$ cat config.mk
export PLATFORM = sky130hd
export DESIGN_NAME = lgge_chain
export DESIGN_NICKNAME = d
export VERILOG_FILES = /design/src/rtl/lgge_pkg.sv /design/src/rtl/lgge_cell.sv /design/src/rtl/lgge_chain.sv
export SDC_FILE = /design/constraint.sdc
export NUM_CORES = 1
export LEC_CHECK = 0
export BUFFER_PORTS_ARGS = -buffer_cell sky130_fd_sc_hd__buf_2
export CAP_MARGIN = 20
export CELL_PAD_IN_SITES_DETAIL_PLACEMENT = 1
export CELL_PAD_IN_SITES_GLOBAL_PLACEMENT = 1
export CORE_MARGIN = 2
export CORE_UTILIZATION = 45
export CTS_BUF_LIST = sky130_fd_sc_hd__clkbuf_2 sky130_fd_sc_hd__clkbuf_4 sky130_fd_sc_hd__clkbuf_8
export DETAILED_ROUTE_END_ITERATION = 8
export GPL_ROUTABILITY_DRIVEN = 1
export PLACE_DENSITY_LB_ADDON = 0.25
export SLEW_MARGIN = 20
export SYNTH_ARGS = -nofsm -noshare
export SYNTH_HDL_FRONTEND = slang
export SYNTH_SLANG_ARGS = --single-unit
$ cat constraint.sdc
create_clock -name i_clk -period 5.5 [get_ports i_clk]
set_input_delay 0.275 -clock i_clk [delete_from_list [all_inputs] [get_ports i_clk]]
set_output_delay 0.275 -clock i_clk [all_outputs]
set_load 0.03 [all_outputs]
$ cat src/rtl/lgge_pkg.sv
// shared types and constants of the life grid generation engine
`timescale 1ns / 1ps

package lgge_pkg;

    localparam int OP_W  = 2;
    localparam int ROW_W = 6;
    localparam int COL_W = 7;

    localparam logic [OP_W-1:0] OP_WRITE = 2'd0;
    localparam logic [OP_W-1:0] OP_STEP  = 2'd1;
    localparam logic [OP_W-1:0] OP_READ  = 2'd2;

    typedef logic [1:0] t_vsum;
    typedef logic [3:0] t_ncnt;

    localparam t_ncnt BIRTH_CNT   = 4'd3;
    localparam t_ncnt SURVIVE_CNT = 4'd2;

    typedef enum logic [2:0] {
        S_IDLE,
        S_WR,
        S_RD,
        S_STEP,
        S_DONE
    } t_state;

endpackage

$ cat src/rtl/lgge_cell.sv
// one column cell: three-row window and b3/s23 rule
`timescale 1ns / 1ps

module lgge_cell
    import lgge_pkg::*;
(
    input  logic  i_clk,
    input  logic  i_shift,
    input  logic  i_bit,
    input  t_vsum i_vsum_l,
    input  t_vsum i_vsum_r,
    output t_vsum o_vsum,
    output logic  o_next
);

    logic  r_top;
    logic  r_mid;
    logic  r_bot;
    t_ncnt total;
    t_ncnt ncnt;

    always_ff @(posedge i_clk) begin
        if (i_shift) begin
            r_top <= r_mid;
            r_mid <= r_bot;
            r_bot <= i_bit;
        end
    end

    assign o_vsum = t_vsum'({1'b0, r_top}) + t_vsum'({1'b0, r_mid}) + t_vsum'({1'b0, r_bot});

    always_comb begin
        total  = t_ncnt'(i_vsum_l) + t_ncnt'(o_vsum) + t_ncnt'(i_vsum_r);
        ncnt   = total - t_ncnt'(r_mid);
        o_next = (ncnt == BIRTH_CNT) || (r_mid && (ncnt == SURVIVE_CNT));
    end

endmodule

$ cat src/rtl/lgge_chain.sv
// row of column cells that computes one new board row per shift
`timescale 1ns / 1ps

module lgge_chain
    import lgge_pkg::*;
#(
    parameter int WIDTH = 80
) (
    input  logic             i_clk,
    input  logic             i_shift,
    input  logic [WIDTH-1:0] i_row_bits,
    output logic [WIDTH-1:0] o_next
);

    t_vsum vsum [WIDTH];
    logic  nxt  [WIDTH];

    for (genvar c = 0; c < WIDTH; c++) begin : g_col
        t_vsum vl;
        t_vsum vr;

        if (c == 0) begin : g_l
            assign vl = '0;
        end else begin : g_l
            assign vl = vsum[c-1];
        end

        if (c == WIDTH - 1) begin : g_r
            assign vr = '0;
        end else begin : g_r
            assign vr = vsum[c+1];
        end

        lgge_cell u_cell (
            .i_clk    (i_clk),
            .i_shift  (i_shift),
            .i_bit    (i_row_bits[c]),
            .i_vsum_l (vl),
            .i_vsum_r (vr),
            .o_vsum   (vsum[c]),
            .o_next   (nxt[c])
        );

        // border columns always die
        if (c == 0 || c == WIDTH - 1) begin : g_o
            assign o_next[c] = 1'b0;
        end else begin : g_o
            assign o_next[c] = nxt[c];
        end
    end

endmodule

== After elaboration in Yosys (flattened, before gate mapping) ==
Cells that the tools add are included.
Word-level totals
  bits in read-only memories: 0
  input bits: 82
  register bits after elaboration: 240
  RAM bits: 0
  word-level logic and storage cells: 946
  bits in latches: 0
  memories kept: 0
  output and inout bits: 80
Cells by class
  reductions and logical operators: 156
  order comparisons: 0
  add/subtract/negate cells: 394
  muxes and demuxes: 0
  multipliers: 0
  divide/modulo/power cells: 0
  bitwise logic cells: 0
  equality and inequality tests: 156
  shift-type cells: 0
Operator list (count)
  $eq 4x2->1 const B: 156
  $add 4x2->4: 78
  $sub 4x1->4: 78
  $add 2x2->3: 78
  $add 1x1->2: 80
  $add 2x1->2: 80
  $logic_and 1x1->1: 78
  $logic_or 1x1->1: 78

== Logic depth before layout (Yosys ltp) ==
Gate-level depths: netlist (run 1).
  word-level depth: 8
  gate-level depth with buffers: 14

== Hierarchy ==
A second synthesis (run 1) with hierarchy kept.
Unflattened totals
  cell total of the unflattened synthesis: 1681
  area total of the unflattened synthesis: 21524.4 um^2
Modules (own cells, without submodules)
  lgge_cell: cells an instance 20, times used 80, area an instance 261.5 um^2, sequential area each 90.1 um^2
  lgge_chain: cells an instance 81, times used 1, area an instance 604.3 um^2, sequential area each 0.0 um^2

== Worst setup path before layout (run 1) ==
OpenSTA, ideal clock, no wires.
  path kind: register -> output
  start point: register g_col[1].u_cell.r_mid
  end point: output o_next[1]
  arrival: 3.489 ns
  path buffers: 1
  data required time: 5.225 ns
  slack: 1.736 ns
  stages on the path, launching flop included: 14
  path through: edfxtp_1 -> fa_1 -> inv_1 -> fa_1 -> inv_1 -> ha_1 -> fa_1 -> inv_1 -> ha_1 -> inv_1 -> fa_1 -> xor2_1 -> nor4_1 -> buf_4
Between the ends
  word-level cells in the longest chain between the ends: 8
RTL lines
  start, declared: RTL line lgge_cell.sv:17  | logic r_mid;
  start signal, assigned: RTL line lgge_cell.sv:25  | r_mid <= r_bot;
  $add 1x1->2: RTL line lgge_cell.sv:30  | assign o_vsum = t_vsum'({1'b0, r_top}) + t_vsum'({1'b0, r_mid}) + t_vsum'({1'b0, r_bot});
  $add 2x1->2: RTL line lgge_cell.sv:30
  $add 2x2->3: RTL line lgge_cell.sv:33  | total = t_ncnt'(i_vsum_l) + t_ncnt'(o_vsum) + t_ncnt'(i_vsum_r);
  $add 4x2->4: RTL line lgge_cell.sv:33
  $sub 4x1->4: RTL line lgge_cell.sv:34  | ncnt = total - t_ncnt'(r_mid);
  $eq 4x2->1: RTL line lgge_cell.sv:35  | o_next = (ncnt == BIRTH_CNT) || (r_mid && (ncnt == SURVIVE_CNT));
  $logic_and 1x1->1: RTL line lgge_cell.sv:35
  $logic_or 1x1->1 *: RTL line lgge_cell.sv:35
  end, declared: RTL line lgge_chain.sv:12  | output logic [WIDTH-1:0] o_next
Every way passes the cells marked *; elsewhere a longest branch is shown, timed or not.

== Worst setup path in the final report (run 1) ==
Same ends and word-level chain as after synthesis.

==> results.yml, run 1 <==
power:
  power.density_nw_per_um2: 397
  power_uw: 10600
  ir_drop_mv: 0.302
  p_leak_uw: 0.0133
detailed_routing:
  detail-route-antenna-nets: 0
  avgRoutedWirePerCell_um: 15.3
  finalWirelength_mm: 48.1
  dr.pass1.iters: 4
  viasPerCell: 5.00
  num_vias: 15695
  first_iter_violations: 406
  drc_errors: 0
placed_design:
  dp_hpwl_mm: 38.8
  gp_congestion: 0.797
  dpl_worst_slack_ps: 1450
  port_buffers: 159
timing:
  slew_headroom: 0.319
  maxSlewViolCount: 0
  rsz0062_at_grt: "false"
  tns_ps: 0
  period_needed_ps: 4630
  worstMarginPinSlew_ps: 1020
  fin_crit_sh: 0.842
  timing.fmax_mhz: 216
  hold_viol: 0
  setup_viol: 0
  clock_skew_ps: 15.8
  setup_ws_ps: 870
critical_path:
  cpMaxStageDelayCell: "fa_1"
  path_class: "register to output pin"
  worstPathRequired_ps: 5220
  cp-start-kind: "register"
  r2r_slack_ps: 4740
  cp.arrival_ps: 4360
  endpoint_kind: "output pin"
  slowest_delay_ps: 570
  cp_max_fo: 4
  path_cells: "fa_1 > inv_1 > fa_1 > inv_1 > ha_1 > fa_1 > inv_1 > ha_1 > inv_1 > fa_1 > xor2_1 > nor4_1 > buf_2"
global_route:
  grt_max_degree: 120
  grt_usage: 0.181
  grt_pass1_vias: 17972
  grt.overflow.total: 0
  antenna_found_initial: 1
  grt_first_pass_wirelength_mm: 83.9
final_layout:
  final_nets: 3203
  area_delta_synth_final_pct: 11.7
  drive_gt1_frac: 0.0960
synthesis:
  synthTopCellsByCount: "inv_1 (629), ha_1 (469), edfxtp_1 (240)"
  synthTopCellsByArea: "edfxtp_1 (30%), ha_1 (24%), fa_1 (20%), inv_1 (9.8%), a21oi_1 (3.2%)"
  ys_seq_area_frac: 0.300
  ys_ff_latch: 240
  synthFlopType: "edfxtp_1"
  netlist_area_sq_um: 24000
  yosysTopAreaCell: "edfxtp_1"
  yosysWarningCount: 0
  avgSynthCellArea_sq_um: 10.9
  yosysMostFrequentCell: "inv_1"
  synthArstFlopShare: 0
  syn_inst: 2201
  synth_edf_count: 240
  yosys.cell_types.count: 17
  synth_top_area_frac: 0.300
clock_tree:
  root_buffer: "clkbuf_8"
  clk_latency_ps: 610
  cts.path.max_buffers: 3
  tritoncts: "done"
  post_cts_resized: 0
  hold_buffers: 80
  clkTransAtPathRegs_ps: 50
  cts_setup_buffers: 0
  h-tree-depth: 2
  clkSinkCount: 240
  cts_buffers: 50
floorplanning:
  fp.coreArea_sq_um: 52700
  die_h_um: 235
  rows: 84
  start_util: 0.456
  die_area_sq_um: 55200
  fp.dieW_um: 235
  io_pins: 162
min_path:
  min_path_type: "input pin to register"
flow_run:
  maxCapViolCount: 0
run_status:
  outcome: "complete, no violations"
-- layer usage --
layer,global-route usage,wire length [um],part of all wire
met5,0,0,0
met4,0.0552,1190,0.025
met3,0.0287,1400,0.029
met2,0.339,25300,0.53
met1,0.211,20200,0.42
-- worst paths after layout --
path                                                       start                               end  cells past startpoint
worst max register to register  g_col[72].u_cell.r_mid$_DFFE_PP_  g_col[72].u_cell.r_top$_DFFE_PP_                      0
worst min register to register   g_col[0].u_cell.r_mid$_DFFE_PP_   g_col[0].u_cell.r_top$_DFFE_PP_                      0
worst min-delay path                                     i_shift  g_col[73].u_cell.r_bot$_DFFE_PP_                      1
worst max-delay path             g_col[1].u_cell.r_mid$_DFFE_PP_                         o_next[1]                     13
-- cell usage in the layout, fill, tap and decap left out --
master and count:
fa_1 236, edfxtp_1 240, nand3_1 77, clkinv_2 3, and3_1 77, o211ai_1 1, xor2_1 77, clkinvlp_4 1
clkinv_1 12, inv_1 629, xnor2_1 1, diode_2 1, buf_2 158, buf_8 1, conb_1 2, clkbuf_8 53
or3_1 1, and3_4 1, a21o_2 1, clkbuf_4 14, a21oi_1 155, nor4_1 77, dlygate4sd3_1 80, o21ai_0 78
ha_1 469, buf_4 3
-- state kept, by name, summed over array words and instances, names as in the netlist --
signal,flops
g_col.u_cell.r_top,80
g_col.u_cell.r_mid,80
g_col.u_cell.r_bot,80
-- critical path: cells and delay by family, from the launching register on --
| family | cells | cell delay (ps) |
|---|---|---|
| xor gates and xnor gates | 1 | 180 |
| buffers and inverters | 5 | 450 |
| and+or+nand+nor | 1 | 230 |
| DFF | 1 | 460 |
| adders and majority gates | 6 | 2440 |
-- stage by stage --
step / util / hold WS, ps / instances / cell area, sq um
finish: 0.509 / 262 / 3136 / 26800
global route: 0.509 / 283 / 3136 / 26800
CTS: 0.509 / 231 / 3135 / 26800
detailed placement: 0.476 / 434 / 2972 / 25100
global placement: 0.476 / 431 / 2972 / 25100
floorplan: - / 374 / 2202 / 24000
-- kinds of logic (layout without fill, tap and decap cells) --
kind of cell / Yosys count / count (layout) / share of synthesized area
xor+xnor: 78 / 78 / 0.0285
flops: 240 / 240 / 0.300
simple gates: 233 / 233 / 0.0569
buf+inv: 709 / 954 / 0.123
other cells: 1 / 3 / 0.000156
fa+ha+maj: 705 / 705 / 0.441
compound gates: 235 / 235 / 0.0493
-- power by group --
group | leakage (uW) | switching [uW] | internal (uW)
logic | 0.0105 | 3950 | 2590
clock network | 0.000476 | 848 | 968
registers | 0.00235 | 109 | 2170
-- cell type report --
cell class                      count  area (sq um)
Fill cell                        5772         25900
Clock inverter                     16          67.6
Sequential cell                   240          7210
Inverter                          629          2360
Multi-Input combinational cell   1253         13800
Clock buffer                       67           835
Tap cell                          688           861
Timing Repair Buffer              242          1630
Antenna cell                        1          2.50
(Power assumes the default switching activity.)
==> run 2, diff against run 1 <==
--- a/config.mk
+++ b/config.mk
@@ -5,6 +5,7 @@
 export SDC_FILE = /design/constraint.sdc
 export NUM_CORES = 1
 export LEC_CHECK = 0
+export ABC_AREA = 1
 export BUFFER_PORTS_ARGS = -buffer_cell sky130_fd_sc_hd__buf_2
 export CAP_MARGIN = 20
 export CELL_PAD_IN_SITES_DETAIL_PLACEMENT = 1
==> constraint.sdc (replaced) <==
create_clock -name i_clk -period 4.24 [get_ports i_clk]
set_input_delay 0.212 -clock i_clk [delete_from_list [all_inputs] [get_ports i_clk]]
set_output_delay 0.212 -clock i_clk [all_outputs]
set_load 0.03 [all_outputs]
==> run 2 against run 1 <==
Net effect:
- synthesized cell count rose by 24%
- the flow now finishes with violations (setup timing)
- sequential power grew 30%
- wire length rose by 13%
- global-route usage grew 0.90 points
- flip-flop and latch count stayed put
- clock skew is 31 ps higher
- cell area up 9.0%
- register-to-register slack worse by 1500 ps
- critical path depth increased by 2
- combinational power rose by 56%
- first-iteration DRC count decreased by 34%
- critical endpoint unchanged
==> results.yml, run 2 <==
min_path:
  hp-start: "i_shift"
  min_path_type: "input pin to register"
  whs_path_depth: 1
  whs_endpoint: "g_col[74].u_cell.r_top$_DFFE_PP_"
clock_tree:
  cts.path.max_buffers: 3
  clkTransAtPathRegs_ps: 60
  clkSinkCount: 240
  tritoncts: "done"
  cts_buffers: 49
  h-tree-depth: 2
  root_buffer: "clkbuf_8"
  clk_latency_ps: 640
floorplanning:
  die_area_sq_um: 58300
  io_pins: 162
  fp.coreArea_sq_um: 56100
  start_util: 0.452
  rows: 87
  die_h_um: 241
  fp.dieW_um: 241
synthesis:
  ys_ff_latch: 240
  synthTopCellsByCount: "inv_1 (761), ha_1 (469), nand2_1 (412)"
  synthTopCellsByArea: "edfxtp_1 (28%), ha_1 (23%), fa_1 (19%), inv_1 (11%), nand2_1 (6.1%)"
  synth_edf_count: 240
  ys_seq_area_frac: 0.284
  yosysWarningCount: 0
  yosysMostFrequentCell: "inv_1"
  avgSynthCellArea_sq_um: 9.33
  synthArstFlopShare: 0
  netlist_area_sq_um: 25400
  synth_top_area_frac: 0.284
  syn_inst: 2720
  yosys.cell_types.count: 16
  synthFlopType: "edfxtp_1"
  yosysTopAreaCell: "edfxtp_1"
final_layout:
  fin_cells: 3803
  layout_common_cells: "inv_1 (756), ha_1 (458), nand2_1 (412), edfxtp_1 (240), fa_1 (212)"
  nFillCells: 6491
  drive_gt1_frac: 0.124
  area_delta_synth_final_pct: 15.1
  fin_util: 0.521
  layout_commonest_cell: "inv_1"
  final_nets: 3798
  reg_top3: "g_col.u_cell.r_bot (80), g_col.u_cell.r_mid (80), g_col.u_cell.r_top (80)"
  stdcell_area_sq_um: 29200
run_status:
  violations: "setup timing"
  outcome: "finished with violations"
timing:
  timing.fmax_mhz: 227
  hold_viol: 0
  fin_crit_sh: 1.04
  maxSlewViolCount: 0
  clock_skew_ps: 47.2
  rsz0062_at_grt: "true"
  period_needed_ps: 4410
  setup_viol: 1
  setup_ws_ps: -174
  slew_headroom: 0.284
  worstMarginPinSlew_ps: 1070
critical_path:
  critPathBufInv: 5
  worstPathRequired_ps: 4030
  slowest_delay_ps: 590
  crit_top_cell: "fa_1"
  r2r_slack_ps: 3280
  r2r-start: "g_col[9].u_cell.r_mid$_DFFE_PP_"
  r2r-end: "g_col[9].u_cell.r_top$_DFFE_PP_"
  path_class: "register to output pin"
  cp.arrival_ps: 4200
  endpoint_kind: "output pin"
  path_delay_family: "adder cells"
  cp_max_fo: 2
  worstRegToRegCells: 2
  path_cells: "fa_1 > inv_1 > fa_1 > inv_1 > ha_2 > fa_1 > inv_2 > ha_4 > inv_2 > fa_2 > o21ai_2 > nor2_1 > nand2_1 > nor2_1 > buf_4"
  cpMaxStageDelayCell: "fa_1"
  cp-start-kind: "register"
global_route:
  antenna_found_initial: 5
  grt_first_pass_wirelength_mm: 91.3
  grt_max_degree: 120
  grt_usage: 0.190
  grt_pass1_vias: 20097
  grt.overflow.total: 0
power:
  pwr-share-comb: 0.654
  ir_drop_mv: 0.367
  p_leak_uw: 0.0151
  p_int_uw: 8240
  p_sw_frac: 0.471
  power.density_nw_per_um2: 533
  power.share.clock: 0.156
  switching_power_uw: 7340
  seqPwrFrac: 0.190
detailed_routing:
  top_layer: "met5"
  detail-route-antenna-nets: 0
  num_vias: 18130
  avgRoutedWirePerCell_um: 14.3
  m1WireLength_mm: 22.2
  met3_length_mm: 1.56
  wl_met2_mm: 29.5
  first_iter_violations: 269
  dr.pass1.iters: 4
  viasPerCell: 4.77
  drc_errors: 0
  finalWirelength_mm: 54.5
placed_design:
  dp_hpwl_mm: 42.5
  dpl_worst_slack_ps: 346
  port_buffers: 159
  gp_congestion: 0.797
  placed_cell_area_sq_um: 26600
  placedCellCount: 3559
flow_run:
  maxCapViolCount: 0
-- run 2: cell families (layout without fill, tap and decap cells) --
logic type	count (synthesis)	count (layout)	share of synthesized area
other	1	4	0.000148
XOR/XNOR	18	18	0.00622
AO/OA/AOI/OAI	155	155	0.0324
AND/OR/NAND/NOR	760	760	0.123
adder cells (fa/ha/maj)	705	705	0.418
buffers and inverters	841	1165	0.136
flip-flops	240	240	0.284
-- run 2: cell type report --
class / count / area, sq um / area share
Inverter: 761 / 2860 / 0.0979
Clock buffer: 67 / 822 / 0.0281
Antenna cell: 2 / 5.00 / 0.000171
Tap cell: 756 / 946 / 0.0324
Timing Repair Buffer: 319 / 2350 / 0.0806
Multi-Input combinational cell: 1640 / 14900 / 0.510
Sequential cell: 240 / 7210 / 0.247
Clock inverter: 18 / 105 / 0.00360
-- run 2: routing by layer --
layer / global-route usage / vias up
li1: - / 8959
met1: 0.215 / 8891
met2: 0.367 / 188
met3: 0.0312 / 86
met4: 0.0486 / 6
met5: 0 / -
-- run 2: worst max path at each step --
stage	startpoint	endpoint	slack [ps]	cells after the start
2_1_floorplan	g_col[1].u_cell.r_mid$_DFFE_PP_	o_next[1]	570	15
3_3_place_gp	g_col[1].u_cell.r_mid$_DFFE_PP_	o_next[1]	430	15
3_5_place_dp	g_col[1].u_cell.r_mid$_DFFE_PP_	o_next[1]	350	15
4_1_cts	g_col[1].u_cell.r_top$_DFFE_PP_	o_next[1]	-250	16
5_1_grt	g_col[1].u_cell.r_bot$_DFFE_PP_	o_next[1]	-430	15
6_report	g_col[1].u_cell.r_bot$_DFFE_PP_	o_next[1]	-170	15
-- run 2: repair_timing --
action / in CTS / in global routing
hold buffers: 80 / 0
buffers inserted: 3 / 75
endpoints found under the hold margin: 80 / 0
pin swaps: 3 / 47
gates resized for setup: 13 / 131
endpoints found under the setup margin: 7 / 60
-- run 2: power by group through the flow --
stage	clock network (uW)	registers, uW	logic (uW)
finish	2430	2960	10200
global route	2630	2980	11900
CTS	2540	2970	9960
detailed placement	0	3020	9780
global placement	0	3000	8960
floorplan	0	2970	7790
-- run 2: through the flow --
stage	hold slack, ps	TNS (ps)	power (uW)
after floorplan	311	0	10800
after CTS	188	-247	15500
after detailed placement	391	0	12800
final	163	-174	15600
after global placement	388	0	12000
after global routing	196	-753	17500
-- run 2: worst reg2reg max path, cell delays in order, from the launching register on --
cell      delay, ps
edfxtp_1        430
buf_4           170
buf_4           120
==> run 3, diff against run 2 <==
--- a/config.mk
+++ b/config.mk
@@ -13,9 +13,11 @@
 export CORE_MARGIN = 2
 export CORE_UTILIZATION = 45
 export CTS_BUF_LIST = sky130_fd_sc_hd__clkbuf_2 sky130_fd_sc_hd__clkbuf_4 sky130_fd_sc_hd__clkbuf_8
+export CTS_CLUSTER_SIZE = 20
 export DETAILED_ROUTE_END_ITERATION = 8
 export GPL_ROUTABILITY_DRIVEN = 1
 export PLACE_DENSITY_LB_ADDON = 0.25
+export SETUP_SLACK_MARGIN = 0.3
 export SLEW_MARGIN = 20
 export SYNTH_ARGS = -nofsm -noshare
 export SYNTH_HDL_FRONTEND = slang
==> run 3 against run 2 <==
Net effect:
- the run still ends with setup timing left
- clock power up 5%
- count of clock-buffer cells in the layout up 2
- flip-flop and latch count unchanged
- power up 16%
- cell area up 8.9%
- die area unchanged
- global-route usage up 1.7 points
- worst setup slack worse by 39 ps
- first-iteration DRC count up 49%
- critical endpoint unchanged
==> results.yml, run 3 (same netlist as run 2, synthesis figures left out) <==
run_status:
  outcome: "finished with violations"
  violations: "setup timing"
timing:
  clock_skew_ps: 26.8
  maxSlewViolCount: 0
  timing.fmax_mhz: 225
  setup_ws_ps: -213
  rsz0062_at_grt: "true"
  worstMarginPinSlew_ps: 1070
  fin_crit_sh: 1.05
  setup_viol: 1
  hold_viol: 0
  period_needed_ps: 4450
  slew_headroom: 0.284
  worst_hold_slack_ps: 156
final_layout:
  fin_util: 0.567
  final_nets: 3873
  layout_commonest_cell: "inv_1"
  stdcell_area_sq_um: 31800
  nFillCells: 6292
  drive_gt1_frac: 0.266
  reg_top3: "g_col.u_cell.r_bot (80), g_col.u_cell.r_mid (80), g_col.u_cell.r_top (80)"
  area_delta_synth_final_pct: 25.3
  layout_common_cells: "inv_1 (629), nand2_1 (408), ha_1 (334), edfxtp_1 (240), buf_4 (175)"
floorplanning:
  die_area_sq_um: 58300
  fp.coreArea_sq_um: 56100
  start_util: 0.452
  die_h_um: 241
  fp.dieW_um: 241
  io_pins: 162
  rows: 87
critical_path:
  cp-start-kind: "register"
  cp.arrival_ps: 4240
  worstRegToRegCells: 2
  r2r-end: "g_col[69].u_cell.r_top$_DFFE_PP_"
  worstPathRequired_ps: 4030
  crit_path_start: "g_col[1].u_cell.r_bot$_DFFE_PP_"
  r2r_slack_ps: 3250
  crit_end: "o_next[1]"
  endpoint_kind: "output pin"
  cp_max_fo: 2
  path_class: "register to output pin"
  r2r-start: "g_col[69].u_cell.r_mid$_DFFE_PP_"
placed_design:
  dp_hpwl_mm: 42.5
  gp_congestion: 0.797
  dpl_worst_slack_ps: 346
  placed_cell_area_sq_um: 26600
  port_buffers: 159
clock_tree:
  clkSinkCount: 240
  h-tree-depth: 2
  root_buffer: "clkbuf_8"
  tritoncts: "done"
  cts_buffers: 49
  cts.path.max_buffers: 3
  clkTransAtPathRegs_ps: 70
  clk_latency_ps: 640
detailed_routing:
  finalWirelength_mm: 63.0
  num_vias: 18845
  detail-route-antenna-nets: 0
  dr.pass1.iters: 6
  avgRoutedWirePerCell_um: 16.2
  first_iter_violations: 402
  drc_errors: 0
  viasPerCell: 4.86
power:
  p_leak_uw: 0.0153
  power.density_nw_per_um2: 567
  power_uw: 18000
  ir_drop_mv: 0.360
flow_run:
  maxCapViolCount: 0
min_path:
  min_path_type: "input pin to register"
global_route:
  grt_first_pass_wirelength_mm: 98.4
  grt_max_degree: 120
  grt_pass1_vias: 21086
  grt.overflow.total: 0
  grt_usage: 0.207
  antenna_found_initial: 3
-- run 3: power breakdown --
group,total [uW],switching [uW],internal [uW]
registers,2950,135,2820
logic,12500,7090,5430
clock network,2540,1160,1380
-- run 3: per-stage QoR --
stage | TNS, ps | std cells
global route | -549 | 3879
floorplan | 0 | 2721
global placement | 0 | 3559
CTS | -241 | 3825
detailed placement | 0 | 3559
finish | -213 | 3879
-- run 3: area by class of cell --
| class | count | area, sq um | share of cell area |
|---|---|---|---|
| tap | 756 | 946 | 0.0298 |
| inverter | 761 | 2970 | 0.0935 |
| sequential | 240 | 7210 | 0.227 |
| clock buffer | 69 | 837 | 0.0263 |
| clock inverter | 17 | 125 | 0.00394 |
| multi-input combinational | 1640 | 16500 | 0.519 |
| antenna | 2 | 5.00 | 0.000157 |
| timing repair buffer | 394 | 3190 | 0.100 |
-- run 3: how the worst min path moves through the flow --
stage / startpoint / end / slack (ps) / cells past startpoint
2_1_floorplan: i_row_bits[0] / g_col[0].u_cell.r_bot$_DFFE_PP_ / 310 / 0
3_3_place_gp: i_row_bits[28] / g_col[28].u_cell.r_bot$_DFFE_PP_ / 390 / 1
3_5_place_dp: i_row_bits[33] / g_col[33].u_cell.r_bot$_DFFE_PP_ / 390 / 1
4_1_cts: i_shift / g_col[61].u_cell.r_top$_DFFE_PP_ / 190 / 1
5_1_grt: i_shift / g_col[75].u_cell.r_bot$_DFFE_PP_ / 190 / 1
6_report: i_shift / g_col[74].u_cell.r_mid$_DFFE_PP_ / 160 / 1
-- run 3: layer usage --
metal  track usage  share of wire  vias to the layer above
met3        0.0316          0.027                      127
met5             0        0.00021                        -
met2         0.406           0.56                      232
met4        0.0585          0.025                        2
li1              -              -                     9125
met1         0.229           0.39                     9359
-- run 3: timing repair --
item | CTS | global route
gates resized for setup | 460 | 267
hold buffers | 80 | 0
setup buffers | 100 | 52
pin swaps | 399 | 302
hold endpoints to repair | 80 | 0
setup endpoints to repair | 78 | 78
-- run 3: worst max-delay path: stages, from the launching register on --
cell,delay [ps]
edfxtp_1,410
fa_1,590
inv_1,60
fa_1,490
inv_1,50
ha_2,170
fa_1,490
inv_2,50
ha_4,250
inv_2,40
fa_2,560
o21ai_2,50
nor2_1,80
nand2_1,60
nor2_1,80
buf_4,160
